## config.mk

```make
export PLATFORM = sky130hd
export DESIGN_NAME = rtfr_ctrl
export DESIGN_NICKNAME = d
export VERILOG_FILES = /design/src/rtl/rtfr_pkg.sv /design/src/rtl/rtfr_ctrl.sv
export SDC_FILE = /design/constraint.sdc
export NUM_CORES = 1
export LEC_CHECK = 0
export BUFFER_PORTS_ARGS = -buffer_cell sky130_fd_sc_hd__buf_4
export CAP_MARGIN = 40
export CORE_MARGIN = 2
export CORE_UTILIZATION = 24
export CTS_BUF_LIST = sky130_fd_sc_hd__clkbuf_8
export DETAILED_ROUTE_END_ITERATION = 8
export GPL_ROUTABILITY_DRIVEN = 0
export PLACE_DENSITY_LB_ADDON = 0.08
export SLEW_MARGIN = 20
export SYNTH_ARGS = -nofsm -noshare
export SYNTH_HDL_FRONTEND = slang
export SYNTH_SLANG_ARGS = --single-unit
```

## constraint.sdc

```tcl
create_clock -name clk -period 1.6 [get_ports clk]
set_input_delay 0.08 -clock clk [delete_from_list [all_inputs] [get_ports clk]]
set_output_delay 0.08 -clock clk [all_outputs]
set_load 0.01 [all_outputs]
```

## src/rtl/rtfr_pkg.sv

```systemverilog
// shared types, constants and font table of the rotated text framebuffer renderer
package rtfr_pkg;

	localparam int LOGICAL_WIDTH_DEF  = 64;
	localparam int LOGICAL_HEIGHT_DEF = 128;
	localparam int FRAME_BYTES_DEF    = 1024;

	localparam logic [2:0] GLYPH_LAST_COL = 3'd4;
	localparam logic [2:0] GAP_COL        = 3'd5;
	localparam logic [2:0] GLYPH_LAST_ROW = 3'd6;
	localparam logic [7:0] FIRST_CODE     = 8'd32;
	localparam logic [7:0] LAST_CODE      = 8'd126;
	localparam logic [7:0] FALLBACK_CODE  = 8'd63;

	typedef enum logic [1:0] {
		OP_CLEAR = 2'd0,
		OP_PIXEL = 2'd1,
		OP_CHAR  = 2'd2,
		OP_READ  = 2'd3
	} opcode_t;

	typedef enum logic [3:0] {
		ST_INIT,
		ST_IDLE,
		ST_CLEAR,
		ST_PIX_RD,
		ST_PIX_WR,
		ST_CHR_START,
		ST_CHR_WRAP,
		ST_CHR_CHECK,
		ST_DOT_RD,
		ST_DOT_WR,
		ST_CHR_ADV,
		ST_BYTE_RD,
		ST_DONE
	} state_t;

	typedef enum logic [1:0] {
		SRC_SWEEP,
		SRC_DOT,
		SRC_BYTE
	} addr_src_t;

	// commands from the controller to the datapath
	typedef struct packed {
		logic      accept;
		logic      rd_en;
		logic      wr_en;
		addr_src_t src;
		logic      fill_zero;
		logic      dot_next;
		logic      chr_start;
		logic      chr_wrap;
		logic      chr_stop;
		logic      chr_adv;
		logic      out_load;
	} dp_cmd_t;

	// status from the datapath to the controller
	typedef struct packed {
		opcode_t op;
		logic    stopped;
		logic    too_tall;
		logic    scale_zero;
		logic    dot_last;
		logic    sweep_last;
		logic    out_busy;
	} dp_status_t;

	// 5x7 font, codes 32 to 126, first byte is column 0, bit r is row r
	localparam logic [0:4][7:0] GLYPH_ROM [95] = '{
		40'h0000000000, 40'h00005F0000, 40'h0007000700,
		40'h147F147F14, 40'h242A7F2A12, 40'h2313086462,
		40'h3649552250, 40'h0005030000, 40'h001C224100,
		40'h0041221C00, 40'h082A1C2A08, 40'h08083E0808,
		40'h0050300000, 40'h0808080808, 40'h0060600000,
		40'h2010080402, 40'h3E5149453E, 40'h00427F4000,
		40'h4261514946, 40'h2141454B31, 40'h1814127F10,
		40'h2745454539, 40'h3C4A494930, 40'h0171090503,
		40'h3649494936, 40'h064949291E, 40'h0036360000,
		40'h0056360000, 40'h0814224100, 40'h1414141414,
		40'h0041221408, 40'h0201510906, 40'h324979413E,
		40'h7E1111117E, 40'h7F49494936, 40'h3E41414122,
		40'h7F4141221C, 40'h7F49494941, 40'h7F09090901,
		40'h3E4149497A, 40'h7F0808087F, 40'h00417F4100,
		40'h2040413F01, 40'h7F08142241, 40'h7F40404040,
		40'h7F020C027F, 40'h7F0408107F, 40'h3E4141413E,
		40'h7F09090906, 40'h3E4151215E, 40'h7F09192946,
		40'h4649494931, 40'h01017F0101, 40'h3F4040403F,
		40'h1F2040201F, 40'h3F4038403F, 40'h6314081463,
		40'h0708700807, 40'h6151494543, 40'h007F414100,
		40'h0204081020, 40'h0041417F00, 40'h0402010204,
		40'h4040404040, 40'h0001020400, 40'h2054545478,
		40'h7F48444438, 40'h3844444420, 40'h384444487F,
		40'h3854545418, 40'h087E090102, 40'h0C5252523E,
		40'h7F08040478, 40'h00447D4000, 40'h2040443D00,
		40'h7F10284400, 40'h00417F4000, 40'h7C04180478,
		40'h7C08040478, 40'h3844444438, 40'h7C14141408,
		40'h081414147C, 40'h7C08040408, 40'h4854545420,
		40'h043F444020, 40'h3C4040407C, 40'h1C2040201C,
		40'h3C4030403C, 40'h4428102844, 40'h0C5050503C,
		40'h4464544C44, 40'h0008364100, 40'h00007F0000,
		40'h0041360800, 40'h08082A1C08
	};

	// one font column; codes outside the printable range fall back to '?'
	function automatic logic [7:0] glyph_column(input logic [7:0] code, input logic [2:0] col);
		logic [7:0] c;
		logic [6:0] idx;
		c = (code < FIRST_CODE || code > LAST_CODE) ? FALLBACK_CODE : code;
		idx = 7'(c - FIRST_CODE);
		if (col > GLYPH_LAST_COL) begin
			return 8'h00;
		end
		return GLYPH_ROM[idx][col];
	endfunction

endpackage

```

## src/rtl/rtfr_ctrl.sv

```systemverilog
// controller state machine sequencing clear, pixel, character and read operations
module rtfr_ctrl
	import rtfr_pkg::*;
(
	input  logic       clk,
	input  logic       arst_n,
	input  logic       in_valid,
	output logic       in_ready,
	input  dp_status_t status,
	output dp_cmd_t    cmd
);

	state_t state_q, state_d;

	// state register
	always_ff @(posedge clk or negedge arst_n) begin
		if (!arst_n) begin
			state_q <= ST_INIT;
		end else begin
			state_q <= state_d;
		end
	end

	// next state and commands
	always_comb begin
		state_d  = state_q;
		cmd      = '0;
		cmd.src  = SRC_DOT;
		in_ready = 1'b0;
		unique case (state_q)
			ST_INIT: begin
				cmd.wr_en     = 1'b1;
				cmd.src       = SRC_SWEEP;
				cmd.fill_zero = 1'b1;
				if (status.sweep_last) state_d = ST_IDLE;
			end
			ST_IDLE: begin
				in_ready = 1'b1;
				if (in_valid) begin
					cmd.accept = 1'b1;
				end
				if (in_valid) begin
					// decode the opcode from the stored copy via datapath status next cycle
					state_d = ST_CHR_START;
				end
			end
			ST_CHR_START: begin
				// first cycle after a transfer: dispatch on the stored opcode
				unique case (status.op)
					OP_CLEAR: state_d = ST_CLEAR;
					OP_PIXEL: state_d = ST_PIX_RD;
					OP_READ:  state_d = ST_BYTE_RD;
					default: begin
						cmd.chr_start = 1'b1;
						state_d       = ST_CHR_WRAP;
					end
				endcase
			end
			ST_CLEAR: begin
				cmd.wr_en = 1'b1;
				cmd.src   = SRC_SWEEP;
				if (status.sweep_last) state_d = ST_DONE;
			end
			ST_PIX_RD: begin
				cmd.rd_en = 1'b1;
				state_d   = ST_PIX_WR;
			end
			ST_PIX_WR: begin
				cmd.wr_en = 1'b1;
				state_d   = ST_DONE;
			end
			ST_CHR_WRAP: begin
				cmd.chr_wrap = 1'b1;
				state_d      = ST_CHR_CHECK;
			end
			ST_CHR_CHECK: begin
				if (status.stopped) begin
					state_d = ST_DONE;
				end else if (status.too_tall) begin
					cmd.chr_stop = 1'b1;
					state_d      = ST_DONE;
				end else if (status.scale_zero) begin
					cmd.chr_adv = 1'b1;
					state_d     = ST_DONE;
				end else begin
					state_d = ST_DOT_RD;
				end
			end
			ST_DOT_RD: begin
				cmd.rd_en = 1'b1;
				state_d   = ST_DOT_WR;
			end
			ST_DOT_WR: begin
				cmd.wr_en    = 1'b1;
				cmd.dot_next = 1'b1;
				state_d      = status.dot_last ? ST_CHR_ADV : ST_DOT_RD;
			end
			ST_CHR_ADV: begin
				cmd.chr_adv = 1'b1;
				state_d     = ST_DONE;
			end
			ST_BYTE_RD: begin
				cmd.rd_en = 1'b1;
				cmd.src   = SRC_BYTE;
				state_d   = ST_DONE;
			end
			ST_DONE: begin
				if (!status.out_busy) begin
					cmd.out_load = 1'b1;
					state_d      = ST_IDLE;
				end
			end
			default: state_d = ST_IDLE;
		endcase
	end

endmodule

```

==> summary.md <==
| Metric | Value |
|---|---|
| Total track usage | 12.7% |
| Crit. End Element | output pin |
| Synth Register Bits | 4 |
| Least-Margin Pin Slew | 0.293 ns |
| Later-pin clock latency in the skew report | 0.21 ns |
| Synth unique cells | 27 |
| Most numerous cell in the Yosys netlist | nor2_1 |
| Die width | 49.4 um |
| Dpl cells | between 100 and 150 |
| Routed vias/inst | 4.94 |
| Total CTS buffers | 3 |
| CTS Buffer Depth | 2 |
| Cell Area, Synth | 494 um^2 |
| Regs by FF count | state_q: 4 flops |
| Critical Path Fanout Max | 10 |
| Gr ovfl total | 0 |
| H-tree lvl count | 1 |
| Final wirelength | 1.52 mm |
| Number of antenna cells inserted | 0 |
| Post-synthesis async set-or-reset flop share | 100% |
| Startpoint Class | flip-flop |
| CP max stage delay | roughly 0.46 ns |
| Peak supply drop | 0.692 mV |
| Top post-synthesis cells by area | dfrtp_1, nand2b_1, a21oi_1, nor2_1, nand2_1 |
| Syn_area_per_cell | 6.96 um^2 |
| Post-synthesis xor/xnor area fraction | 0% |
| Pin count of the biggest net entering global routing | 18 |
| Die Span Y | 49.4 um |
| Primary FF master, synth | dfrtp_1 |
| Run status | completed |
| Clk slew on worst S/H paths | about 0.03 ns |
| Vias in the first global route | 545 |
| Period utilization | 93.8% |
| Most flops, register | state_q |
| Largest family of logic cells by synthesized area | simple AND/OR/NAND/NOR gates |
| Gr busiest metal | met2 |
| Max-Cap Viols | 0 |
| Site Rows | 16 |
| Number of DRC markers in iteration 0 | 12 |
| Worst Clk Skew | ~0.0020 ns |
| Worst Path Required | 1.52 ns |
| Synth Area in Compound Gates | 28.1% |
| Ports | 24 |
| CP Buf/Inv Count | 1 |
| Hold violation count in the final report | 0 |
| Vias | 632 |
| Synthesis warning total | 0 |
| Area delta synth->final | 60.5% |
| CP arrival | around 1.4 ns |
| Setup WS pre-CTS | 0.126 ns |
| Crit Path Class | flip-flop to output pin |
| Slew HR | 80.5% |
| CTS tree | built |
| Final min period | around 1.5 ns |
| Core Region | 1960 um^2 |
| GRT met2 Usage | a little over a fifth |
| Clk root buf | clkbuf_8 |
| Maximum achievable frequency | 0.666 GHz |
| Post-synth EDFFs | 0 |
| GRT met1 Usage | between 10% and 20% |
| Routed len/inst | 11.9 um |
| Fill count | 236 |
| Fin cells | about 130 |
| Most frequent cells after synthesis | nor2_1, a21oi_1, nand2_1 |
| Mux cell area share after synthesis | 0% |
| Cell taking the most area after synthesis | dfrtp_1 |
| Sink Count | 4 |
| Critical-path top delay cell | dfrtp_2 |
| Ratio of cells with drive above 1 in the final layout | 46.5% |
| Setup violators final | 0 |
| Die area | 2440 um^2 |
| Cells after Synth | 71 |
| Port Buffers | 23 |
| DRT Pass-1 Iters | 4 |
| Post-synth top area share | 20.3% |
| Max reg flops | 4 |
| Worst path cell trace | nand2b_2, nor4_2, a31oi_1, nor2_1, buf_4 |
| Setup WS post-layout | 0.0984 ns |
| Leakage power | between 0.3 and 0.4 nW |
| Nets@finish | 114 |
| Max Slew Vio Count | 0 |
| First-pass GRT wire length | ~2.4 mm |
| Met3 Use GR | 3.68% |
| Final routed DRC violation total | 0 |
| Routed Antenna Nets | 0 |
| Detailed Place HPWL | 1.10 mm |
| Hold crit path type | primary input to flip-flop |
| Post-Syn Nets | 82 |
| Post-synthesis simple-gate area fraction | 38.7% |
| Synth Area in Adders | 0% |
| Power per cell area | 1820 nW/um^2 |
| Register area share after synthesis | 20.3% |
| CP delay by family, top | simple AND/OR/NAND/NOR gates |
| Initial antenna violation count | 0 |
| Starting density of the core | between 20% and 30% |
[cell families after synthesis]
| family | Yosys count |
|---|---|
| buffers and inverters | 10 |
| DFF | 4 |
| AOI/OAI and AO/OA | 21 |
| and+or+nand+nor | 36 |
[worst reg2reg max path, cell delays in order, from the launching register on]
cell and delay (ns):
dfrtp_2 0.46, buf_4 0.16, or3_4 0.36, o221ai_2 0.19, o21ai_1 0.10
[through the flow]
step	instance area, um^2	power (mW)	util, %	TNS (ns)	hold slack (ns)
finish	793	1.44	40.4	0	0.0896
detailed placement	678	1.16	34.6	0	-0.122
CTS	732	1.38	37.3	0	0.0860
global route	793	1.58	40.4	-0.0127	0.114
floorplan	494	0.891	-	0	-0.216
global placement	678	1.18	34.6	0	-0.121
[where the power goes]
| group | internal, mW | switching (mW) | total, mW |
|---|---|---|---|
| logic | 0.483 | 0.442 | 0.924 |
| clock network | 0.160 | 0.0450 | 0.205 |
| registers | 0.157 | 0.155 | 0.312 |
[layout make-up]
class / instances / area (um^2) / area share [%]
clock buffer: 3 / 41.3 / 5.21
inverter: 3 / 11.3 / 1.42
multi-input combinational: 57 / 344 / 43.4
sequential: 4 / 105 / 13.2
tap: 27 / 33.8 / 4.26
timing repair buffer: 34 / 258 / 32.5
[placed cells by master, fill, tap and decap left out, drive strengths merged, types with 2 or more instances in the layout]
cell type and count:
nor3 3, a31oi 2, or3 2, o21ai 7, nand2b 6, buf 33, nor2b 2, dfrtp 4
nand2 7, nor2 8, nand4 2, nor4 3, inv 3, clkbuf 3, a21oi 7
[metal layers]
metal | part of all wire [%] | up-vias
li1 | - | 313
met1 | 46 | 300
met2 | 48 | 19
met3 | 5.1 | 0
met4 | 0 | 0
met5 | 0 | -
[what timing repair did]
action	4_1_cts	5_1_grt
hold endpoints to repair	4	0
setup buffers	0	6
endpoints found under the setup margin	3	4
hold buffers	1	0
resized for setup	2	5
[path summary, 6_finish.rpt]
check | from | to | slack (ns) | cells past startpoint
min in group asynchronous | arst_n | state_q[2] | 0.23 | 2
max in group asynchronous | arst_n | state_q[1] | 1.26 | 2
hold reg to reg | state_q[3] | state_q[1] | 0.73 | 2
setup reg to reg | state_q[3] | state_q[2] | 0.21 | 4
hold / removal | status[2] | state_q[1] | 0.09 | 3
setup / recovery | state_q[3] | cmd[1] | 0.1 | 5
No activity file was read; power rests on OpenSTA's default activity.
